**config.mk**
```make
export PLATFORM = sky130hd
export DESIGN_NAME = platform_device_enumeration_bus
export DESIGN_NICKNAME = d
export VERILOG_FILES = /design/src/hdl/pdeb_pkg.sv /design/src/hdl/platform_device_enumeration_bus.sv /design/src/hdl/pdeb_entry_ram.sv
export SDC_FILE = /design/constraint.sdc
export NUM_CORES = 2
export LEC_CHECK = 0
export BUFFER_PORTS_ARGS = -buffer_cell sky130_fd_sc_hd__buf_4
export CAP_MARGIN = 20
export CELL_PAD_IN_SITES_DETAIL_PLACEMENT = 1
export CELL_PAD_IN_SITES_GLOBAL_PLACEMENT = 2
export CORE_MARGIN = 2
export CORE_UTILIZATION = 45
export CTS_BUF_LIST = sky130_fd_sc_hd__clkbuf_8
export DETAILED_ROUTE_END_ITERATION = 8
export GPL_TIMING_DRIVEN = 0
export PLACE_DENSITY = 0.76
export REMOVE_ABC_BUFFERS = 1
export SETUP_SLACK_MARGIN = 0.2
export SLEW_MARGIN = 20
export SYNTH_ARGS = -nofsm -noshare
export SYNTH_HDL_FRONTEND = slang
export SYNTH_SLANG_ARGS = --single-unit
```
**constraint.sdc**
```tcl
create_clock -name i_clk -period 16 [get_ports i_clk]
set_clock_uncertainty 0.1 [all_clocks]
set_input_delay 0.8 -clock i_clk [delete_from_list [all_inputs] [get_ports i_clk]]
set_output_delay 0.8 -clock i_clk [all_outputs]
set_load 0.01 [all_outputs]
```
**src/hdl/pdeb_pkg.sv**
```systemverilog
// Shared types, constants and register map of the device-enumeration bus.
`default_nettype none

package pdeb_pkg;

    // Depth of the announcement queue and the widths that follow from it.
    localparam int QUEUE_DEPTH = 16;
    localparam int PTR_W       = (QUEUE_DEPTH > 1) ? $clog2(QUEUE_DEPTH) : 1;
    localparam int CNT_W       = $clog2(QUEUE_DEPTH + 1);

    // Register window offsets.
    localparam logic [11:0] OFF_OP        = 12'h000;
    localparam logic [11:0] OFF_GET_NAME  = 12'h004;
    localparam logic [11:0] OFF_NAME_LEN  = 12'h008;
    localparam logic [11:0] OFF_ID        = 12'h00c;
    localparam logic [11:0] OFF_BASE      = 12'h010;
    localparam logic [11:0] OFF_SIZE      = 12'h014;
    localparam logic [11:0] OFF_IRQ       = 12'h018;
    localparam logic [11:0] OFF_IRQ_COUNT = 12'h01c;

    // Values returned by a read of the op register.
    localparam logic [31:0] OP_DONE   = 32'h0000_0000;
    localparam logic [31:0] OP_REMOVE = 32'h0000_0004;
    localparam logic [31:0] OP_ADD    = 32'h0000_0008;

    // Kind of request presented on the command port.
    typedef enum logic [1:0] {
        ACT_ADD    = 2'd0,
        ACT_REMOVE = 2'd1,
        ACT_READ   = 2'd2,
        ACT_WRITE  = 2'd3
    } t_action;

    // Control sequencer states.
    typedef enum logic {
        ST_IDLE = 1'b0,
        ST_POP  = 1'b1
    } t_state;

    // One queued announcement as held in the entry memory.
    typedef struct packed {
        logic [31:0] id;
        logic [31:0] base;
        logic [31:0] size;
        logic [31:0] irq;
        logic        remove;
        logic [7:0]  name_bytes;
        logic [7:0]  irq_lines;
    } t_entry;

    localparam int ENTRY_W = $bits(t_entry);

endpackage

`default_nettype wire

```
**src/hdl/platform_device_enumeration_bus.sv**
```systemverilog
// Top level of the device-enumeration bus: queue control, current entry and register reads.
//
//  Channel   | Handshake              | Payload
//  ----------+------------------------+---------------------------------------------------
//  command   | start in, busy out     | i_action, i_reg_offset, i_write_data, i_dev_*,
//            |                        | i_name_length
//  result    | o_valid out (1 cycle)  | o_read_data, o_irq_level, o_name_request,
//            |                        | o_name_address, o_bad_offset, o_queue_overflow
//
// Every request except an op read of a non-empty queue takes one cycle: its result strobes
// on the cycle after acceptance and a new request may be taken in that same cycle.
// A popping op read enters ST_POP, with busy high, while the registered entry-memory read
// becomes the current entry and result. Reset is synchronous and leaves the queue
// empty with no current entry; the memory needs no clearing. The receiver cannot stall.
`default_nettype none

module platform_device_enumeration_bus (
    input  wire logic                  i_clk,
    input  wire logic                  i_rst_n,
    input  wire logic                  start,
    output logic                       busy,
    input  wire logic [1:0]            i_action,
    input  wire logic [11:0]           i_reg_offset,
    input  wire logic [31:0]           i_write_data,
    input  wire logic [31:0]           i_dev_id,
    input  wire logic [31:0]           i_dev_base,
    input  wire logic [31:0]           i_dev_size,
    input  wire logic [31:0]           i_dev_irq,
    input  wire logic [7:0]            i_dev_irq_count,
    input  wire logic [7:0]            i_name_length,
    output logic                       o_valid,
    output logic [31:0]                o_read_data,
    output logic                       o_irq_level,
    output logic                       o_name_request,
    output logic [31:0]                o_name_address,
    output logic                       o_bad_offset,
    output logic                       o_queue_overflow
);
    import pdeb_pkg::*;

    // Queue pointers, fill count and sequencer state.
    t_state             r_state, n_state;
    logic [PTR_W-1:0]   r_head, n_head;
    logic [PTR_W-1:0]   r_tail, n_tail;
    logic [CNT_W-1:0]   r_count, n_count;

    // Current entry.
    logic               r_cur_valid, n_cur_valid;
    t_entry             r_cur;

    // Result registers.
    logic               r_valid, n_valid;
    logic [31:0]        r_read_data, n_read_data;
    logic               r_irq_level, n_irq_level;
    logic               r_name_request, n_name_request;
    logic [31:0]        r_name_address, n_name_address;
    logic               r_bad_offset, n_bad_offset;
    logic               r_queue_overflow, n_queue_overflow;

    // Decode of the request.
    t_action            w_action;
    logic               w_accept;
    logic               w_full;
    logic               w_push;
    logic               w_pop;
    logic               w_load_cur;
    t_entry             w_wr_entry;
    t_entry             w_rd_entry;
    logic [31:0]        w_field;

    assign w_action = t_action'(i_action);
    assign w_accept = start && !busy;
    assign w_full   = (r_count == CNT_W'(QUEUE_DEPTH));
    assign w_push   = w_accept && !w_full
                      && (w_action == ACT_ADD || w_action == ACT_REMOVE);
    assign w_pop    = w_accept && (w_action == ACT_READ) && (i_reg_offset == OFF_OP)
                      && (r_count != '0);

    // Entry to be queued; a removal keeps only the base.
    always_comb begin
        w_wr_entry        = '0;
        w_wr_entry.base   = i_dev_base;
        if (w_action == ACT_REMOVE) begin
            w_wr_entry.remove = 1'b1;
        end else begin
            w_wr_entry.id         = i_dev_id;
            w_wr_entry.size       = i_dev_size;
            w_wr_entry.irq        = i_dev_irq;
            w_wr_entry.name_bytes = i_name_length;
            w_wr_entry.irq_lines  = i_dev_irq_count;
        end
    end

    // Entry memory: pushes write at the tail, pops read at the head. A pop holds off new
    // requests until its data has been taken, so a read never overlaps a write.
    pdeb_entry_ram #(
        .DATA_W (ENTRY_W),
        .DEPTH  (QUEUE_DEPTH),
        .ADDR_W (PTR_W)
    ) u_entry_ram (
        .i_clk     (i_clk),
        .i_wr_en   (w_push),
        .i_wr_addr (r_tail),
        .i_wr_data (w_wr_entry),
        .i_rd_en   (w_pop),
        .i_rd_addr (r_head),
        .o_rd_data (w_rd_entry)
    );

    // Sequencer next state.
    always_comb begin
        n_state = r_state;
        unique case (r_state)
            ST_IDLE: begin
                if (w_pop) begin
                    n_state = ST_POP;
                end
            end
            ST_POP: begin
                n_state = ST_IDLE;
            end
            default: begin
                n_state = ST_IDLE;
            end
        endcase
    end

    // Sequencer outputs.
    always_comb begin
        busy       = 1'b0;
        w_load_cur = 1'b0;
        unique case (r_state)
            ST_IDLE: begin
                busy       = 1'b0;
                w_load_cur = 1'b0;
            end
            ST_POP: begin
                busy       = 1'b1;
                w_load_cur = 1'b1;
            end
            default: begin
                busy       = 1'b0;
                w_load_cur = 1'b0;
            end
        endcase
    end

    // Pointer and count updates.
    always_comb begin
        n_head  = r_head;
        n_tail  = r_tail;
        n_count = r_count;
        if (w_push) begin
            n_tail  = (r_tail == PTR_W'(QUEUE_DEPTH - 1)) ? '0 : r_tail + 1'b1;
            n_count = r_count + 1'b1;
        end else if (w_pop) begin
            n_head  = (r_head == PTR_W'(QUEUE_DEPTH - 1)) ? '0 : r_head + 1'b1;
            n_count = r_count - 1'b1;
        end
    end

    // Field of the current entry selected by the offset; zero with no current entry.
    always_comb begin
        w_field = '0;
        if (i_reg_offset == OFF_NAME_LEN) begin
            w_field = {24'd0, r_cur.name_bytes};
        end else if (i_reg_offset == OFF_ID) begin
            w_field = r_cur.id;
        end else if (i_reg_offset == OFF_BASE) begin
            w_field = r_cur.base;
        end else if (i_reg_offset == OFF_SIZE) begin
            w_field = r_cur.size;
        end else if (i_reg_offset == OFF_IRQ) begin
            w_field = r_cur.irq;
        end else if (i_reg_offset == OFF_IRQ_COUNT) begin
            w_field = {24'd0, r_cur.irq_lines};
        end
        if (!r_cur_valid) begin
            w_field = '0;
        end
    end

    // Result of the request and the current-entry flag.
    always_comb begin
        n_valid          = 1'b0;
        n_read_data      = '0;
        n_name_request   = 1'b0;
        n_name_address   = '0;
        n_bad_offset     = 1'b0;
        n_queue_overflow = 1'b0;
        n_cur_valid      = r_cur_valid;
        if (w_load_cur) begin
            n_valid     = 1'b1;
            n_read_data = w_rd_entry.remove ? OP_REMOVE : OP_ADD;
        end else if (w_accept) begin
            n_valid = !w_pop;
            unique case (w_action)
                ACT_ADD, ACT_REMOVE: begin
                    n_queue_overflow = w_full;
                end
                ACT_READ: begin
                    if (i_reg_offset == OFF_OP) begin
                        n_cur_valid = w_pop;
                        n_read_data = OP_DONE;
                    end else if (i_reg_offset == OFF_NAME_LEN || i_reg_offset == OFF_ID
                                 || i_reg_offset == OFF_BASE || i_reg_offset == OFF_SIZE
                                 || i_reg_offset == OFF_IRQ
                                 || i_reg_offset == OFF_IRQ_COUNT) begin
                        n_read_data = w_field;
                    end else begin
                        n_bad_offset = 1'b1;
                    end
                end
                ACT_WRITE: begin
                    if (i_reg_offset == OFF_GET_NAME) begin
                        n_name_request = r_cur_valid;
                        n_name_address = r_cur_valid ? i_write_data : '0;
                    end else if (i_reg_offset != OFF_OP) begin
                        n_bad_offset = 1'b1;
                    end
                end
                default: begin
                    n_bad_offset = 1'b0;
                end
            endcase
        end
        n_irq_level = n_cur_valid || (n_count != '0);
    end

    // Control registers.
    always_ff @(posedge i_clk) begin
        if (!i_rst_n) begin
            r_state     <= ST_IDLE;
            r_head      <= '0;
            r_tail      <= '0;
            r_count     <= '0;
            r_cur_valid <= 1'b0;
            r_valid     <= 1'b0;
        end else begin
            r_state     <= n_state;
            r_head      <= n_head;
            r_tail      <= n_tail;
            r_count     <= n_count;
            r_cur_valid <= n_cur_valid;
            r_valid     <= n_valid;
        end
    end

    // Current entry payload, loaded when the popped entry arrives from memory.
    always_ff @(posedge i_clk) begin
        if (w_load_cur) begin
            r_cur <= w_rd_entry;
        end
    end

    // Result payload.
    always_ff @(posedge i_clk) begin
        if (n_valid) begin
            r_read_data      <= n_read_data;
            r_irq_level      <= n_irq_level;
            r_name_request   <= n_name_request;
            r_name_address   <= n_name_address;
            r_bad_offset     <= n_bad_offset;
            r_queue_overflow <= n_queue_overflow;
        end
    end

    assign o_valid          = r_valid;
    assign o_read_data      = r_read_data;
    assign o_irq_level      = r_irq_level;
    assign o_name_request   = r_name_request;
    assign o_name_address   = r_name_address;
    assign o_bad_offset     = r_bad_offset;
    assign o_queue_overflow = r_queue_overflow;

`ifndef SYNTHESIS
    // The fill count never passes the queue depth.
    a_count_bound: assert property (@(posedge i_clk) disable iff (!i_rst_n)
        r_count <= CNT_W'(QUEUE_DEPTH))
        else $error("queue count exceeds depth");

    // An empty queue has its head and tail together.
    a_empty_ptrs: assert property (@(posedge i_clk) disable iff (!i_rst_n)
        (r_count == '0) |-> (r_head == r_tail))
        else $error("empty queue with head and tail apart");

    // Every accepted request gives a result next cycle unless it started a pop.
    a_result_follows: assert property (@(posedge i_clk) disable iff (!i_rst_n)
        (start && !busy) |=> (o_valid || r_state == ST_POP))
        else $error("accepted request produced no result");

    // A completed pop reports an entry and leaves the interrupt raised.
    a_pop_result: assert property (@(posedge i_clk) disable iff (!i_rst_n)
        (r_state == ST_POP) |=> (o_valid && o_irq_level
                                  && (o_read_data == OP_ADD || o_read_data == OP_REMOVE)))
        else $error("pop finished without a proper result");
`endif

endmodule

`default_nettype wire

```
**src/hdl/pdeb_entry_ram.sv**
```systemverilog
// Single-port-write, registered-read memory holding the queued announcements.
`default_nettype none

module pdeb_entry_ram #(
    parameter int DATA_W = 8,
    parameter int DEPTH  = 16,
    parameter int ADDR_W = (DEPTH > 1) ? $clog2(DEPTH) : 1
) (
    input  wire logic              i_clk,
    input  wire logic              i_wr_en,
    input  wire logic [ADDR_W-1:0] i_wr_addr,
    input  wire logic [DATA_W-1:0] i_wr_data,
    input  wire logic              i_rd_en,
    input  wire logic [ADDR_W-1:0] i_rd_addr,
    output logic      [DATA_W-1:0] o_rd_data
);

    logic [DATA_W-1:0] r_mem [DEPTH];
    logic [DATA_W-1:0] r_rd_data;

    // Write port.
    always_ff @(posedge i_clk) begin
        if (i_wr_en) begin
            r_mem[i_wr_addr] <= i_wr_data;
        end
    end

    // Registered read port.
    always_ff @(posedge i_clk) begin
        if (i_rd_en) begin
            r_rd_data <= r_mem[i_rd_addr];
        end
    end

    assign o_rd_data = r_rd_data;

endmodule

`default_nettype wire

```
## Word level (Yosys, flattened, before mapping)

Memories as Yosys holds them, arrays and structs flattened. A register that Yosys moved wholly into a read port is not among the register bits.
Cells that the tools add are included.

- Add/sub/neg operators: 4
- Equality and inequality tests: 13
- Mux-type cells: 37
- Bitwise logic cells: 7
- Reductions and logical operators: 27

Operators by type and width:

| operator | number |
|---|---|
| 32-bit two-way mux | 12 |
| 64-bit two-way mux | 1 |
| 12-bit by 5-bit equality test with 1-bit output (second input constant) | 4 |
| 12-bit by 4-bit equality test with 1-bit output (second input constant) | 2 |
| 16-bit two-way mux | 1 |
| 1-bit two-way mux | 14 |
| 12-bit by 3-bit equality test with 1-bit output (second input constant) | 1 |
| 12-bit logical NOT | 1 |
| 4-bit two-way mux | 3 |
| 12-bit nonzero test | 1 |
| 5-bit two-way mux | 2 |
| 5-bit nonzero test | 2 |
| 4-bit by 1-bit adder with 4-bit output (second input constant) | 2 |
| 4-bit equality test (second input constant) | 2 |
| 8-bit two-way mux | 1 |
| 1-bit logical OR | 7 |
| 1-bit inverter | 7 |
| 1-bit logical AND | 6 |
| 1-bit case mux with 2 select lines | 3 |
| 5-bit by 1-bit adder with 5-bit output (second input constant) | 1 |
| 5-bit equality test (second input constant) | 1 |
| 5-bit OR reduction | 1 |
| 5-bit by 1-bit subtractor with 5-bit output (second input constant) | 1 |
| 2-bit equality test (second input constant) | 2 |
| 7 further kinds | 10 |

- Register bits: 228
- Bits in writable memories: 2,320
- Input port bits: 193
- Output and inout port bits: 70
- Word-level logic and storage cells: 107
- Memories kept: 1

Memory list:

| name | words | bits a word | rd ports | clocked after Yosys merged registers in | write ports | RTL line | RTL |
|---|---|---|---|---|---|---|---|
| u_entry_ram.r_mem | 16 | 145 | 1 | 1 | 1 | pdeb_entry_ram.sv:18 | `logic [DATA_W-1:0] r_mem [DEPTH];` |

## Logic depth before layout (Yosys ltp)

- Word-level depth: 13
- Gate-level depth with buffers: 8
- Depth with buffers taken out: 7

## Cells and area by module

A second synthesis with hierarchy kept.

- Cell total of the unflattened synthesis: 4,441
- Area, all modules: 100,918.0 um^2

By module, submodules not included:

| module | instances | cells an instance | area each (um^2) | sequential area each (um^2) |
|---|---|---|---|---|
| pdeb_entry_ram | 1 | 3,786 | 91,401.4 | 74,021.0 |
| platform_device_enumeration_bus | 1 | 655 | 9,516.6 | 6,686.4 |

## Least setup slack after synthesis

Ideal clock, no wire load.

- Path type: flip-flop to flip-flop
- Start point: register r_state
- End point: memory u_entry_ram.r_mem[0][0] (netlist bit) (enable)
- Arrival: 13.418 ns
- Data required time: 15.073 ns
- Path slack: 1.656 ns
- Cell stages (with the launch flop): 6
- Path buffers: 1
- Clock period less this slack: 14.344 ns
- Cells stage by stage: dfxtp_1 nor3b_1 o31a_1 clkbuf_1 nand2_1 nor3_1

- Word-level cells in the longest chain between the ends: 8

RTL lines:

| element | RTL line | RTL |
|---|---|---|
| start: declaration | platform_device_enumeration_bus.sv:42 | `t_state r_state, n_state;` |
| start signal: assignment | platform_device_enumeration_bus.sv:240 | `r_state <= n_state;` |
| 1-bit inverter | n/a |  |
| 1-bit case mux with 2 select lines (*) | platform_device_enumeration_bus.sv:132 | `unique case (r_state)` |
| 1-bit logical NOT (*) | platform_device_enumeration_bus.sv:72 | `assign w_accept = start && !busy;` |
| 1-bit logical AND (*) | platform_device_enumeration_bus.sv:72 |  |
| 1-bit logical AND (*) | platform_device_enumeration_bus.sv:74 | `assign w_push = w_accept && !w_full` |
| 1-bit logical AND (*) | platform_device_enumeration_bus.sv:75 | `&& (w_action == ACT_ADD \|\| w_action == ACT_REMOVE);` |
| 1-bit two-way mux (*) | pdeb_entry_ram.sv:23 | `if (i_wr_en) begin` |
| 1-bit two-way mux (implied by the code) (*) | pdeb_entry_ram.sv:24 | `r_mem[i_wr_addr] <= i_wr_data;` |
| end: declaration | pdeb_entry_ram.sv:18 |  |

Every way passes the cells marked *; elsewhere a longest branch is shown, timed or not.

## Final worst setup path

- Start point: register r_count[0]
- End point: memory u_entry_ram.r_mem[1][134] (netlist bit) (enable)

- Word-level cells in the longest chain between the ends: 6

RTL lines:

| element | RTL line | RTL |
|---|---|---|
| start: declaration | platform_device_enumeration_bus.sv:45 | `logic [CNT_W-1:0] r_count, n_count;` |
| start signal: assignment | platform_device_enumeration_bus.sv:243 | `r_count <= n_count;` |
| 5-bit equality test | platform_device_enumeration_bus.sv:73 | `assign w_full = (r_count == CNT_W'(QUEUE_DEPTH));` |
| 1-bit logical NOT | platform_device_enumeration_bus.sv:74 |  |
| 1-bit logical AND | platform_device_enumeration_bus.sv:74 |  |
| 1-bit logical AND | platform_device_enumeration_bus.sv:75 |  |
| 1-bit two-way mux | pdeb_entry_ram.sv:23 |  |
| 1-bit two-way mux (implied by the code) | pdeb_entry_ram.sv:24 |  |

Every way passes these cells.

==> flow_summary_export.csv <==
group,metric,value,unit
run_status,status,"completed",
clock_tree,root_buffer,"clkbuf_8",
cells_and_area,fin_util,54.3,%
worst_setup_path,end_kind,"flip-flop",
synth,yosysTopAreaCell,"edfxtp_1",
timing,finalHoldViolations,0,
placed_design,dpl_worst_slack,10810,ps
worst_setup_path,r2r_setup_slack,11190,ps
timing,worst_slack,11190,ps
worst_setup_path,path_delay_family,"buffers and inverters",
cells_and_area,drive_gt1_share,36.3,%
cells_and_area,n_fill_cell,18876,
worst_hold_path,hp-class,"in2reg",
synth,synthTopCellsByCount,"edfxtp_1, mux4_2, and2_1",
routing,drt-vias-per-instance,5.79,
synth,synth.avg_cell_area,24.8,sq um
power_and_ir_drop,p_per_area,114,mW/mm^2
die,start_util,45.3,%
synth,synth-async-reset-ratio,0,%
synth,ys.flop_type,"edfxtp_1",
cells_and_area,seq_area,0.0807,sq mm
die,fp.coreArea,0.222,sq mm
timing,whs,144,ps
worst_setup_path,worstPathArrival,5510,ps
worst_hold_path,min_from,"i_action[1]",
global_routing,grt_max_degree,48,
timing,report.final.setup_viol,0,
worst_setup_path,crit_top_cell,"buf_4",
die,die_width,477,um
worst_setup_path,cp_num_buf_inv,11,
timing,period_share,30.1,%
worst_setup_path,crit_chain,"inv_1 > ha_1 > nand2_1 > o31a_1 > nand2_1 > nor3_2 > buf_4 > buf_6 > buf_6 > buf_4 > buf_4 > buf_4 > buf_4 > buf_4 > buf_6 > buf_4",
worst_setup_path,cp_max_fo,17,
clock_tree,cts_buffers,425,
routing,vias,47907,
worst_hold_path,holdPathEnd,"r_count[4]",
synth,yosysMostFrequentCell,"edfxtp_1",
power_and_ir_drop,ir_worst_vdd,85.7,uV
cells_and_area,syn_to_final_growth,19.8,%
global_routing,grtUsageTotal,23.0,%
synth,synth_warnings,0,
clock_tree,cts_setup_buffers,0,
synth,synth_cell_types,59,
synth,syn_inst,4054,
synth,netlist.area_leader.share,79.8,%
timing,relSlewSlack,45.0,%
timing,rsz0062_at_grt,"false",
global_routing,grt_pass1_vias,51936,
worst_setup_path,slowest_stage,"o31a_1",
synth,ys_top_cells_by_area,"edfxtp_1, mux4_2, and2_1",
routing,ant_nets,0,
synth,ys_ff_latch,2693,
placed_design,postPlaceCellArea,0.112,sq mm
routing,drc,0,
global_routing,grt_first_pass_wirelength,378,mm
synth,synth_edf_count,2677,
routing,drtIter0Drc,4713,
timing,timing.final.crit_period,4810,ps
clock_tree,clk_latency,1100,ps
die,die_y,477,um
worst_setup_path,rr_startpoint,"r_count[0]",
worst_setup_path,r2r-end,"u_entry_ram.r_mem[1][134]",
synth,yosysSeqAreaShare,80.2,%
routing,dr.pass1.iters,5,
clock_tree,cts_buffer_depth,4,
power_and_ir_drop,p_leak,38.1,nW
synth,netlist_area,0.101,sq mm
timing,clock.fmax,208,MHz
placed_design,routabilityCongestion,0.707,
clock_tree,cts_tree,"done",
routing,wl,262,mm
die,die_area,0.228,sq mm
placed_design,portBuffers,262,
worst_setup_path,cp-start-kind,"flip-flop",
die,ios,263,
clock_tree,path_clk_slew,60,ps
timing,slew_violations,0,
job,maxCapViolCount,0,
global_routing,antenna_found_initial,20,
worst_hold_path,whs_path_depth,6,
worst_setup_path,critPathMaxStageDelay,560,ps
cells_and_area,fin_area,0.121,sq mm
worst_setup_path,crit_required,16700,ps
worst_setup_path,rr_worst_depth,16,
clock_tree,htree_levels,5,
cells_and_area,final_nets,5162,
routing,wl_per_cell,31.6,um
global_routing,grt-ovfl-total,0,
die,rows,173,
cells_and_area,multiInputGateArea,0.0193,sq mm
placed_design,hpwl,169,mm
clock_tree,clkSinkCount,2693,
worst_setup_path,crit_type,"reg2reg",
timing,max_slew.worst_pin.slew,821,ps
## logic make-up (layout without fill, tap and decap cells)
family / count (synthesis) / count (layout) / share of synthesized area (%)
other: 0 / 5 / 0
multiplexers: 754 / 754 / 16.5
AND/OR/NAND/NOR: 266 / 266 / 1.56
XOR/XNOR: 3 / 3 / 0.0261
adder cells (fa/ha/maj): 7 / 7 / 0.0870
flip-flops: 2693 / 2693 / 80.2
AO/OA/AOI/OAI: 118 / 118 / 0.826
buffers and inverters: 213 / 1446 / 0.816
## registers in the layout, indices dropped and copies added (netlist names)
signal                 count
r_tail                     4
r_count                    5
o_bad_offset               1
u_entry_ram.o_rd_data    145
o_read_data               32
r_cur                    144
r_cur_valid                1
o_name_request             1
o_irq_level                1
u_entry_ram.r_mem       2320
o_valid                    1
o_name_address            32
o_queue_overflow           1
r_head                     4
r_state                    1
## worst register-to-register path: cells and delay by family, from the launching register on
| family | cells | cell delay [ps] |
|---|---|---|
| and+or+nand+nor | 3 | 860 |
| buffers and inverters | 11 | 2250 |
| adders and majority gates | 1 | 300 |
| DFF | 1 | 470 |
| AOI/OAI and AO/OA | 1 | 560 |
## power breakdown
part	leakage (nW)	switching, mW	internal [mW]
sequential	24.5	0.0132	7.81
clock	4.52	2.66	2.94
combinational	9.16	0.198	0.113
total	38.1	2.87	10.9
## what timing repair did
action                                 in CTS  in global routing
hold buffers                               65                  0
gates resized for setup                     0                  0
endpoints found under the hold margin     560                  0
## per-layer routing
| metal | part of all wire [%] | GRT usage (%) | wire length [um] |
|---|---|---|---|
| met2 | 52 | 39.8 | 137000 |
| met4 | 2.7 | 7.11 | 7130 |
| met5 | 0.011 | 0 | 28 |
| met1 | 39 | 29.8 | 102000 |
| met3 | 5.9 | 4.14 | 15400 |
## per-stage QoR
step	std cells	total power, mW	setup TNS, ps
detailed placement	7445	8.26	0
global route	8265	14.1	0
global placement	7088	8.26	-
floorplan	3851	8.10	-1396170
finish	8267	13.7	0
CTS	8262	13.8	0
## placed cells by master, fill, tap and decap left out, drive strengths merged, types with 27 or more instances in the layout
cell type    count
mux4           726
clkbuf         432
nand2           33
clkinv         174
dlygate4sd3     65
and2           149
edfxtp        2677
inv            125
buf            619
o22ai           28
bufinv          27
## area by class of cell
cell class              instances  share of cell area (%)
diodes                          5                  0.0104
clock buffers                 432                    4.93
clock inverters               320                    1.67
inverters                      10                  0.0311
multi-input cells            1148                    16.0
flip-flops and latches       2693                    66.9
well taps                    2975                    3.09
repair buffers                684                    7.33
## how the worst max path moves through the flow
stage / startpoint / end / slack [ps] / cells past startpoint
detailed placement: i_action[1] / u_entry_ram.r_mem[1][62] / 10810 / 15
global route: r_count[0] / u_entry_ram.r_mem[1][36] / 10860 / 16
CTS: r_state / u_entry_ram.r_mem[1][134] / 11190 / 14
floorplan: r_head[0] / r_head[3] / -9700 / 4
global placement: r_head[0] / u_entry_ram.o_rd_data[62] / -21720 / 2
finish: r_count[0] / u_entry_ram.r_mem[1][134] / 11190 / 16
(Power assumes the default switching activity.)
